===== config.mk =====
export PLATFORM = sky130hd
export DESIGN_NAME = q16_fixed_point_alu_unit
export DESIGN_NICKNAME = d
export VERILOG_FILES = /design/src/hdl/q16a_pkg.sv /design/src/hdl/q16a_front.sv /design/src/hdl/q16a_div_step.sv /design/src/hdl/q16_fixed_point_alu_unit.sv
export SDC_FILE = /design/constraint.sdc
export NUM_CORES = 2
export LEC_CHECK = 0
export ABC_CLOCK_PERIOD_IN_PS = 119700
export BUFFER_PORTS_ARGS = -buffer_cell sky130_fd_sc_hd__buf_4
export CAP_MARGIN = 15
export CORE_ASPECT_RATIO = 1.1
export CORE_UTILIZATION = 40
export CTS_BUF_LIST = sky130_fd_sc_hd__clkbuf_8 sky130_fd_sc_hd__clkbuf_16
export DETAILED_ROUTE_END_ITERATION = 6
export PLACE_DENSITY = 0.61
export RECOVER_POWER = 50
export SKIP_CTS_REPAIR_TIMING = 1
export SLEW_MARGIN = 20
export SYNTH_ARGS = -nofsm -noshare
export SYNTH_HDL_FRONTEND = slang
export SYNTH_SLANG_ARGS = --single-unit

===== constraint.sdc =====
create_clock -name clock -period 119.7 [get_ports clock]
set_input_delay 17.955 -clock clock [delete_from_list [all_inputs] [get_ports clock]]
set_output_delay 17.955 -clock clock [all_outputs]
set_load 0.005 [all_outputs]

===== src/hdl/q16a_pkg.sv =====
`timescale 1ns / 1ps
`default_nettype none
package q16a_pkg;

   localparam int MODE_WIDTH = 3;
   localparam int FRAC_WIDTH = 4;

   localparam logic [MODE_WIDTH-1:0] MODE_ADD     = 3'd0;
   localparam logic [MODE_WIDTH-1:0] MODE_SUB     = 3'd1;
   localparam logic [MODE_WIDTH-1:0] MODE_MUL     = 3'd2;
   localparam logic [MODE_WIDTH-1:0] MODE_DIV     = 3'd3;
   localparam logic [MODE_WIDTH-1:0] MODE_CONVERT = 3'd4;

   // per-transaction control that rides along the pipeline
   typedef struct packed {
      logic is_div;
      logic q_neg;
      logic sat;
      logic dz;
   } q16a_ctl_type;

endpackage
`default_nettype wire


===== src/hdl/q16a_front.sv =====
`timescale 1ns / 1ps
`default_nettype none
module q16a_front
   import q16a_pkg::*;
#(
   parameter int WORD_WIDTH = 16
) (
   input  wire logic                           clock,
   input  wire logic                           reset,
   input  wire logic                           enable,
   input  wire logic                           in_valid,
   input  wire logic [MODE_WIDTH-1:0]          in_mode,
   input  wire logic signed [WORD_WIDTH-1:0]   in_a,
   input  wire logic signed [WORD_WIDTH-1:0]   in_b,
   input  wire logic [FRAC_WIDTH-1:0]          in_frac,
   input  wire logic [FRAC_WIDTH-1:0]          in_target_frac,
   output logic                                out_valid,
   output q16a_ctl_type                        out_ctl,
   output logic [WORD_WIDTH-1:0]               out_result,
   output logic [WORD_WIDTH+14:0]              out_dividend,
   output logic [WORD_WIDTH-1:0]               out_divisor
);

   localparam int SW = WORD_WIDTH + 1;
   localparam int PW = 2 * WORD_WIDTH + 1;
   localparam int TW = WORD_WIDTH + 16;
   localparam int MW = WORD_WIDTH + 15;

   localparam logic signed [SW-1:0] S_MAX = $signed({2'b00, {(WORD_WIDTH-1){1'b1}}});
   localparam logic signed [SW-1:0] S_MIN = $signed({2'b11, {(WORD_WIDTH-1){1'b0}}});
   localparam logic signed [PW-1:0] P_MAX =
      $signed({{(PW-WORD_WIDTH+1){1'b0}}, {(WORD_WIDTH-1){1'b1}}});
   localparam logic signed [PW-1:0] P_MIN =
      $signed({{(PW-WORD_WIDTH+1){1'b1}}, {(WORD_WIDTH-1){1'b0}}});
   localparam logic [WORD_WIDTH-1:0] W_MAX = {1'b0, {(WORD_WIDTH-1){1'b1}}};
   localparam logic [WORD_WIDTH-1:0] W_MIN = {1'b1, {(WORD_WIDTH-1){1'b0}}};

   // stage 1
   logic                           valid1_ff;
   logic [MODE_WIDTH-1:0]          mode1_ff;
   logic [FRAC_WIDTH-1:0]          frac1_ff;
   logic signed [SW-1:0]           addsub1_ff, addsub1_in;
   logic signed [2*WORD_WIDTH-1:0] prod1_ff, prod1_in;
   logic [WORD_WIDTH-1:0]          conv1_ff, conv1_in;
   logic signed [TW-1:0]           t1_ff, t1_in;
   logic signed [WORD_WIDTH-1:0]   b1_ff;

   logic signed [FRAC_WIDTH:0]     shift_dist;
   logic signed [WORD_WIDTH-1:0]   half_w;
   logic signed [TW-1:0]           ash, half_t;

   always_comb begin
      if (in_mode == MODE_SUB) begin
         addsub1_in = SW'(in_a) - SW'(in_b);
      end else begin
         addsub1_in = SW'(in_a) + SW'(in_b);
      end
      prod1_in = (2*WORD_WIDTH)'(in_a) * (2*WORD_WIDTH)'(in_b);

      shift_dist = $signed({1'b0, in_target_frac}) - $signed({1'b0, in_frac});
      if (shift_dist > 0) begin
         conv1_in = in_a << shift_dist[FRAC_WIDTH-1:0];
      end else if (shift_dist < 0) begin
         conv1_in = in_a >>> FRAC_WIDTH'(-shift_dist);
      end else begin
         conv1_in = in_a;
      end

      // scaled dividend with half-divisor rounding toward the quotient sign
      half_w = in_b >>> 1;
      half_t = TW'(half_w);
      ash    = TW'(in_a) <<< in_frac;
      if (in_a[WORD_WIDTH-1] == in_b[WORD_WIDTH-1]) begin
         t1_in = ash + half_t;
      end else begin
         t1_in = ash - half_t;
      end
   end

   always_ff @(posedge clock) begin
      if (reset) begin
         valid1_ff <= 1'b0;
      end else if (enable) begin
         valid1_ff <= in_valid;
      end
      if (enable) begin
         mode1_ff   <= in_mode;
         frac1_ff   <= in_frac;
         addsub1_ff <= addsub1_in;
         prod1_ff   <= prod1_in;
         conv1_ff   <= conv1_in;
         t1_ff      <= t1_in;
         b1_ff      <= in_b;
      end
   end

   // stage 2
   logic                  valid2_ff;
   q16a_ctl_type          ctl2_ff, ctl2_in;
   logic [WORD_WIDTH-1:0] res2_ff, res2_in;
   logic [MW-1:0]         dvd2_ff, dvd2_in;
   logic [WORD_WIDTH-1:0] dvs2_ff, dvs2_in;

   logic signed [PW-1:0]  prod_ext, rnd, prod_rnd, prod_sh;
   logic signed [TW-1:0]  t_abs;
   logic                  t_neg, b_neg;

   always_comb begin
      prod_ext = PW'(prod1_ff);
      if (frac1_ff != '0) begin
         rnd = PW'(1) <<< (frac1_ff - 1'b1);
      end else begin
         rnd = '0;
      end
      prod_rnd = prod_ext + rnd;
      prod_sh  = prod_rnd >>> frac1_ff;

      t_neg   = t1_ff[TW-1];
      b_neg   = b1_ff[WORD_WIDTH-1];
      t_abs   = t_neg ? -t1_ff : t1_ff;
      dvd2_in = t_abs[MW-1:0];
      dvs2_in = b_neg ? -b1_ff : b1_ff;

      ctl2_in = '0;
      res2_in = '0;
      unique case (mode1_ff) inside
         MODE_ADD, MODE_SUB: begin
            if (addsub1_ff > S_MAX) begin
               res2_in     = W_MAX;
               ctl2_in.sat = 1'b1;
            end else if (addsub1_ff < S_MIN) begin
               res2_in     = W_MIN;
               ctl2_in.sat = 1'b1;
            end else begin
               res2_in = addsub1_ff[WORD_WIDTH-1:0];
            end
         end
         MODE_MUL: begin
            if (prod_sh > P_MAX) begin
               res2_in     = W_MAX;
               ctl2_in.sat = 1'b1;
            end else if (prod_sh < P_MIN) begin
               res2_in     = W_MIN;
               ctl2_in.sat = 1'b1;
            end else begin
               res2_in = prod_sh[WORD_WIDTH-1:0];
            end
         end
         MODE_DIV: begin
            ctl2_in.is_div = 1'b1;
            ctl2_in.q_neg  = t_neg ^ b_neg;
            ctl2_in.dz     = (b1_ff == '0);
         end
         MODE_CONVERT: begin
            res2_in = conv1_ff;
         end
         default: begin
            res2_in = '0;
         end
      endcase
   end

   always_ff @(posedge clock) begin
      if (reset) begin
         valid2_ff <= 1'b0;
      end else if (enable) begin
         valid2_ff <= valid1_ff;
      end
      if (enable) begin
         ctl2_ff <= ctl2_in;
         res2_ff <= res2_in;
         dvd2_ff <= dvd2_in;
         dvs2_ff <= dvs2_in;
      end
   end

   assign out_valid    = valid2_ff;
   assign out_ctl      = ctl2_ff;
   assign out_result   = res2_ff;
   assign out_dividend = dvd2_ff;
   assign out_divisor  = dvs2_ff;

endmodule
`default_nettype wire


===== src/hdl/q16a_div_step.sv =====
`timescale 1ns / 1ps
`default_nettype none
module q16a_div_step
   import q16a_pkg::*;
#(
   parameter int WORD_WIDTH = 16
) (
   input  wire logic                   clock,
   input  wire logic                   reset,
   input  wire logic                   enable,
   input  wire logic                   in_valid,
   input  wire q16a_ctl_type           in_ctl,
   input  wire logic [WORD_WIDTH-1:0]  in_result,
   input  wire logic [WORD_WIDTH-1:0]  in_rem,
   input  wire logic [WORD_WIDTH+14:0] in_work,
   input  wire logic [WORD_WIDTH-1:0]  in_divisor,
   output logic                        out_valid,
   output q16a_ctl_type                out_ctl,
   output logic [WORD_WIDTH-1:0]       out_result,
   output logic [WORD_WIDTH-1:0]       out_rem,
   output logic [WORD_WIDTH+14:0]      out_work,
   output logic [WORD_WIDTH-1:0]       out_divisor
);

   localparam int MW = WORD_WIDTH + 15;

   logic                  valid_ff;
   q16a_ctl_type          ctl_ff;
   logic [WORD_WIDTH-1:0] result_ff;
   logic [WORD_WIDTH-1:0] rem_ff, rem_in;
   logic [MW-1:0]         work_ff, work_in;
   logic [WORD_WIDTH-1:0] divisor_ff;

   logic [WORD_WIDTH:0]   shifted, dvs_ext, trial;
   logic                  fits;

   // one restoring step: quotient bits shift in where dividend bits leave
   always_comb begin
      shifted = {in_rem, in_work[MW-1]};
      dvs_ext = {1'b0, in_divisor};
      fits    = (shifted >= dvs_ext);
      trial   = shifted - dvs_ext;
      rem_in  = fits ? trial[WORD_WIDTH-1:0] : shifted[WORD_WIDTH-1:0];
      work_in = {in_work[MW-2:0], fits};
   end

   always_ff @(posedge clock) begin
      if (reset) begin
         valid_ff <= 1'b0;
      end else if (enable) begin
         valid_ff <= in_valid;
      end
      if (enable) begin
         ctl_ff     <= in_ctl;
         result_ff  <= in_result;
         rem_ff     <= rem_in;
         work_ff    <= work_in;
         divisor_ff <= in_divisor;
      end
   end

   assign out_valid   = valid_ff;
   assign out_ctl     = ctl_ff;
   assign out_result  = result_ff;
   assign out_rem     = rem_ff;
   assign out_work    = work_ff;
   assign out_divisor = divisor_ff;

endmodule
`default_nettype wire


===== src/hdl/q16_fixed_point_alu_unit.sv =====
`timescale 1ns / 1ps
`default_nettype none
// signed Q-format ALU on WORD_WIDTH-bit words: saturating add and subtract, rounded
// saturating multiply, rounded divide (quotient wraps, zero divisor flagged with a zero
// result) and format conversion; fully pipelined, one transaction accepted every cycle while
// the result side is not stalled; the restoring divider resolves one quotient bit per
// stage over WORD_WIDTH + 15 stages; every operation travels the same path so results
// leave in request order, and a stall on the result side freezes the whole pipeline so
// nothing is dropped or repeated
module q16_fixed_point_alu_unit
   import q16a_pkg::*;
#(
   parameter int WORD_WIDTH = 16
) (
   input  wire logic                          clock,
   input  wire logic                          reset,
   input  wire logic                          req_valid,
   output logic                               req_ready,
   input  wire logic [MODE_WIDTH-1:0]         req_mode,
   input  wire logic signed [WORD_WIDTH-1:0]  req_operand_a,
   input  wire logic signed [WORD_WIDTH-1:0]  req_operand_b,
   input  wire logic [FRAC_WIDTH-1:0]         req_frac_bits,
   input  wire logic [FRAC_WIDTH-1:0]         req_target_frac_bits,
   output logic                               rsp_valid,
   input  wire logic                          rsp_ready,
   output logic signed [WORD_WIDTH-1:0]       rsp_result,
   output logic                               rsp_saturated,
   output logic                               rsp_divide_by_zero
);

   // dividend magnitude width, also the number of divider stages
   localparam int MW = WORD_WIDTH + 15;

   // global advance: the whole pipeline moves when the output register is free
   logic advance;

   // divider stage boundaries, index 0 is the front-end output
   logic                  valid_s   [0:MW];
   q16a_ctl_type          ctl_s     [0:MW];
   logic [WORD_WIDTH-1:0] result_s  [0:MW];
   logic [WORD_WIDTH-1:0] rem_s     [0:MW];
   logic [MW-1:0]         work_s    [0:MW];
   logic [WORD_WIDTH-1:0] divisor_s [0:MW];

   // output register
   logic                  rsp_valid_ff;
   logic [WORD_WIDTH-1:0] rsp_result_ff, rsp_result_in;
   logic                  rsp_sat_ff, rsp_sat_in;
   logic                  rsp_dz_ff, rsp_dz_in;

   logic [WORD_WIDTH-1:0] quotient;

   assign advance   = !rsp_valid_ff || rsp_ready;
   assign req_ready = advance;

   // operand prep, multiply, add/sub, conversion and divider setup in two stages
   q16a_front #(
      .WORD_WIDTH(WORD_WIDTH)
   ) u_front (
      .clock         (clock),
      .reset         (reset),
      .enable        (advance),
      .in_valid      (req_valid),
      .in_mode       (req_mode),
      .in_a          (req_operand_a),
      .in_b          (req_operand_b),
      .in_frac       (req_frac_bits),
      .in_target_frac(req_target_frac_bits),
      .out_valid     (valid_s[0]),
      .out_ctl       (ctl_s[0]),
      .out_result    (result_s[0]),
      .out_dividend  (work_s[0]),
      .out_divisor   (divisor_s[0])
   );

   // partial remainder starts empty
   assign rem_s[0] = '0;

   // restoring divider, one quotient bit per stage; non-divide results ride along
   for (genvar i = 0; i < MW; i++) begin : g_div
      q16a_div_step #(
         .WORD_WIDTH(WORD_WIDTH)
      ) u_step (
         .clock      (clock),
         .reset      (reset),
         .enable     (advance),
         .in_valid   (valid_s[i]),
         .in_ctl     (ctl_s[i]),
         .in_result  (result_s[i]),
         .in_rem     (rem_s[i]),
         .in_work    (work_s[i]),
         .in_divisor (divisor_s[i]),
         .out_valid  (valid_s[i+1]),
         .out_ctl    (ctl_s[i+1]),
         .out_result (result_s[i+1]),
         .out_rem    (rem_s[i+1]),
         .out_work   (work_s[i+1]),
         .out_divisor(divisor_s[i+1])
      );
   end

   // sign fix-up of the quotient and final selection
   always_comb begin
      quotient = work_s[MW][WORD_WIDTH-1:0];
      if (ctl_s[MW].is_div) begin
         if (ctl_s[MW].dz) begin
            // zero divisor returns zero with the flag set
            rsp_result_in = '0;
         end else if (ctl_s[MW].q_neg) begin
            rsp_result_in = -quotient;
         end else begin
            rsp_result_in = quotient;
         end
      end else begin
         rsp_result_in = result_s[MW];
      end
      rsp_sat_in = ctl_s[MW].sat;
      rsp_dz_in  = ctl_s[MW].dz;
   end

   always_ff @(posedge clock) begin
      if (reset) begin
         rsp_valid_ff <= 1'b0;
      end else if (advance) begin
         rsp_valid_ff <= valid_s[MW];
      end
      if (advance) begin
         rsp_result_ff <= rsp_result_in;
         rsp_sat_ff    <= rsp_sat_in;
         rsp_dz_ff     <= rsp_dz_in;
      end
   end

   assign rsp_valid          = rsp_valid_ff;
   assign rsp_result         = rsp_result_ff;
   assign rsp_saturated      = rsp_sat_ff;
   assign rsp_divide_by_zero = rsp_dz_ff;

endmodule
`default_nettype wire


== Word-level counts from Yosys, hierarchy flattened ==
Index checks and enable logic that the tools add are counted.

* Eq/ne operators: 6
* $mul: 1
* Bitwise logic cells: 1
* Reduce and logical (&&, ||, !) cells: 6
* $lt $le $gt $ge: 37
* Add/sub/neg operators: 41
* Shifts and indexed selects: 5
* Mux-type cells: 51

{| class="wikitable"
|+ Operators by type and width
! cell !! count
|-
| 16-bit two-way mux || 38
|-
| 17-bit by 16-bit greater-or-equal comparator with 1-bit output || 30
|-
| 16-bit subtractor || 29
|-
| 16-bit case mux with 3 select lines || 1
|-
| 32-bit by 33-bit adder with 33-bit output || 1
|-
| 33-bit by 16-bit greater-than comparator with 1-bit output, second input constant || 1
|-
| 33-bit by 16-bit less-than comparator with 1-bit output, second input constant || 1
|-
| 33-bit two-way mux || 1
|-
| 2-bit by 4-bit <<< shifter with 33-bit output, first input constant || 1
|-
| 33-bit by 4-bit >>> shifter with 33-bit output || 1
|-
| 32-bit by 15-bit adder with 32-bit output || 1
|-
| 16-bit by 16-bit multiplier with 32-bit output || 1
|-
| 32-bit two-way mux || 1
|-
| 16-bit negator || 2
|-
| 16-bit by 4-bit <<< shifter with 32-bit output || 1
|-
| 32-bit by 15-bit subtractor with 32-bit output || 1
|-
| 31-bit two-way mux || 1
|-
| 31-bit negator || 1
|-
| 16-bit by 16-bit adder with 17-bit output || 1
|-
| 17-bit by 16-bit greater-than comparator with 1-bit output, second input constant || 1
|-
| 17-bit by 16-bit less-than comparator with 1-bit output, second input constant || 1
|-
| 17-bit two-way mux || 1
|-
| 16-bit by 16-bit subtractor with 17-bit output || 1
|-
| 1-bit by 16-bit greater-or-equal comparator with 1-bit output || 1
|-
| other kinds (23) || 29
|}

* Input bits: 47
* Output and inout port bits: 20
* Register bits after elaboration: 2765

== Longest topological paths before layout ==
* Depth in word-level cells: 9
* Depth in mapped cells: 27
* Mapped depth without buffers: 24

== Modules after synthesis ==
A second synthesis with hierarchy kept.

* Cell total of the unflattened synthesis: 10366
* Area total of the unflattened synthesis: 142736.9 um^2

{| class="wikitable"
|+ Modules (own cells, without submodules)
! module !! area each (um^2) !! sequential area each (um^2) !! cells each !! times used
|-
| q16a_div_step (g_div[0].u_step ...) || 3756.1 || 2512.4 || 243 || 24
|-
| q16a_front || 25476.9 || 5655.4 || 2757 || 1
|-
| q16a_div_step (g_div[21].u_step ...) || 3717.3 || 2512.4 || 239 || 5
|-
| q16a_div_step (g_div[26].u_step) || 3692.3 || 2512.4 || 244 || 1
|-
| q16a_div_step (g_div[20].u_step) || 3679.8 || 2512.4 || 246 || 1
|-
| q16_fixed_point_alu_unit || 1154.9 || 560.5 || 92 || 1
|}

== Worst setup path after synthesis ==
No wires, ideal clock.

* Path type: input to output
* Start point: input rsp_ready
* End point: output req_ready
* Stages: 4
* Arrival time: 82.600 ns
* Path buffers: 2
* Data required time: 101.745 ns
* Path slack: 19.145 ns
* Cells stage by stage: nor2b_1 -> clkbuf_1 -> clkinv_1 -> clkbuf_1

* Word-level cells in the longest chain between the ends: 1

{| class="wikitable"
|+ Ends and longest elaborated chain
! what !! line !! source
|-
| start, declared || q16_fixed_point_alu_unit.sv:25 || <nowiki>input wire logic rsp_ready,</nowiki>
|-
| 1-bit logical OR || q16_fixed_point_alu_unit.sv:53 || <nowiki>assign advance = !rsp_valid_ff || rsp_ready;</nowiki>
|-
| end, declared || q16_fixed_point_alu_unit.sv:18 || <nowiki>output logic req_ready,</nowiki>
|}

Every way passes these cells.

== Worst setup path after layout ==
Ends and elaborated chain as after synthesis.

==> metrics.txt <==
Final #Nets ~10000; final setup vio count 0; Mapped Cells roughly 9000; Worst Setup Path Type input pin to output pin; TritonCTS clock tree yes; Post-Place Setup Slack slightly above 80000 ps; most common cell in the synthesized netlist edfxtp_1; starting density of the core 0.402; Critical Path AT 23810 ps; crit path max-delay cell type clkinvlp_2; Tcrit/Tclk final 0.349; total grt overflow 0; Final HPWL DP around 170000 um; port bufs 66; Bufs and invs on worst path 4; initial antenna violation count 10; clk sink count between 2000 and 2500; worst vdd ir about 0.027 mV; initial DRC count about 4600; Hold WC Path Type register to register; worst hold margin between 300 and 400 ps; # DRC 0; CTS Buf Count 274; Max Freq approximately 24 MHz; EDFF count, synth between 2000 and 2500; max_cap viols 20; Distinct cells, synth about 100; Reg area 0.0723 mm^2; setup TNS 0 ps; die width 524 um; cell area after layout around 0.13 mm^2; fraction of layout cells with a size suffix above 1 0.0886; H-tree levels 5; Die Ht approximately 580 um; GRT Overall Usage 0.158; PD cells approximately 27 mW/mm^2; Avg Cell Area, Syn about 13 um^2; post-synth top area cell edfxtp_1; met2 WL ~120000 um; clk_lat worst skew just over 900 ps; Ys Warns 0; WL per Instance about 18 um; global-route wire length before repair about 380000 um; vias in the first global route 70176; crit end category output pin; status finished with violations; wire length on met1 99200 um; Routed met3 length ~8900 um; placed cell area 0.125 mm^2; clk slew on worst S/H paths ~60 ps; Vias slightly below 70000; Final Util 0.447; final hold viol count 0; setup ws final a little under 80000 ps; CP Data Required Time approximately 100000 ps; Setup crit start kind input pin; Routed Antenna Nets 0; top cell type's share of synthesized area 0.598; sequential area share after synthesis 0.603; crit-path leading delay family buffers and inverters; area delta synth->final 11.0%; via/cell ratio ~5.1; Slew Limit Fails roughly 600; Net Count, Synth approximately 10000; Synth area leaders edfxtp_1 60%, ha_1 6.7%, fa_1 4.9%, inv_1 3.2%, mux2_2 3.2%; failing checks max-capacitance violations, max-slew violations; highest routed layer met5; clk_skew 62.2 ps; Slew @ Worst Pin 4600 ps; I/O Pins 67; Static Leak about 54 nW; crit-path cells clkbuf_4, nor2b_1, clkbuf_1, clkinvlp_2, buf_4; largest net degree at the start of global routing 200; #FFs+latches synth ~2400; post-layout minimum cycle time 41770 ps; ys async rst share 0; ys flop type edfxtp_1; Max stage delay on crit path roughly 3300 ps; synthesized area 0.120 mm^2; Slew headroom -2.06; drt pass-1 iters 6; CTS Root Cell clkbuf_16; clock buffer depth 4; placer congestion estimate 0.878; fillers approximately 27000; multi-input logic area roughly 0.043 mm^2; final WL around 240000 um; Core ar. 0.298 mm^2; top cells by count, synth 2386 x edfxtp_1, 1021 x inv_1, 639 x ha_1; Site Rows between 200 and 250; Worst Path Max Fanout around 80; die area 0.302 mm^2; unrepaired setup endpoints after global routing no
[logic make-up after synthesis]
logic type	Yosys count	share of synthesized area
XOR/XNOR	475	0.0347
other	1	0.0000313
multiplexers	486	0.0450
flip-flops	2420	0.603
AO/OA/AOI/OAI	1449	0.0798
AND/OR/NAND/NOR	2054	0.0819
adder cells (fa/ha/maj)	934	0.116
buffers and inverters	1246	0.0394
[report_power, final]
| part | internal, W | leakage [nW] | total, W | switching (W) |
|---|---|---|---|---|
| sequential | 0.00131 | 26.3 | 0.00143 | 0.000118 |
| clock | 0.000468 | 4.27 | 0.000782 | 0.000314 |
| combinational | 0.000615 | 23.8 | 0.00136 | 0.000743 |
| total | 0.00239 | 54.3 | 0.00357 | 0.00118 |
[through the flow]
stage | instances | power (W)
global placement | 12891 | 0.00277
CTS | 13347 | 0.00361
detailed placement | 12891 | 0.00281
floorplan | 9065 | 0.00244
finish | 13359 | 0.00357
global route | 13357 | 0.00381
[state kept, by name, summed over array words and instances, names as in the netlist, 16 cells and up]
register                  cells
g_div.u_step.out_ctl        124
g_div.u_step.out_divisor    480
g_div.u_step.out_rem        480
g_div.u_step.out_result     496
g_div.u_step.out_valid       31
g_div.u_step.out_work       601
rsp_result                   16
u_front.addsub1_ff           17
u_front.b1_ff                16
u_front.conv1_ff             16
u_front.out_dividend         31
u_front.out_divisor          16
u_front.out_result           16
u_front.prod1_ff             32
u_front.t1_ff                32
[area by class of cell]
class	count	share of cell area
Antenna cell	12	0.000226
Clock buffer	278	0.0523
Clock inverter	178	0.0107
Inverter	1025	0.0289
Multi-Input combinational cell	5399	0.321
Sequential cell	2420	0.543
Tap cell	3922	0.0369
Timing Repair Buffer	125	0.00627
[path summary, 6_finish.rpt]
path	slack, ps	endpoint	cells after the start	startpoint
max	77930	req_ready	5	rsp_ready
min	370	g_div[10].u_step.out_result[7]$_DFFE_PP_	0	g_div[9].u_step.out_result[7]$_DFFE_PP_
max reg2reg	107940	g_div[10].u_step.out_work[20]$_DFFE_PP_	9	rsp_valid$_SDFFE_PP0P_
min reg2reg	370	g_div[10].u_step.out_result[7]$_DFFE_PP_	0	g_div[9].u_step.out_result[7]$_DFFE_PP_
[cell usage in the layout (no fill, tap or decap), types with 26 or more instances in the layout]
master	instances
ha_1	639
buf_4	77
o21a_1	117
or3_1	33
nand3_1	120
clkbuf_1	42
xnor2_1	327
nand2b_1	75
a211oi_1	34
mux2_1	44
and2_1	101
nor2_1	539
nor4_1	36
a21o_1	125
a21oi_1	417
clkinv_1	56
o2111ai_1	31
nand2_1	582
xor2_1	148
o22ai_1	26
a31oi_1	43
clkbuf_16	278
inv_1	1069
nand4_1	166
clkinv_2	29
nor3_1	147
fa_1	295
and3_1	35
o31ai_1	52
mux2_2	293
edfxtp_1	2386
a21boi_0	89
dfxtp_1	34
o21ai_0	286
nor2b_1	127
mux2i_1	139
o41ai_1	29
[worst reg2reg max path: stages (launching register included)]
cell and delay [ps]:
dfxtp_1 310, nor2b_1 140, clkbuf_1 560, clkinvlp_2 2370
clkbuf_1 3400, buf_6 900, buf_4 870, buf_12 670
buf_4 1130, buf_4 960
[layer usage]
metal	vias up	track usage
li1	33166	-
met1	33510	0.188
met2	1430	0.279
met3	583	0.0222
met4	2	0.0802
met5	-	0
No activity file was read; power rests on OpenSTA's default activity.
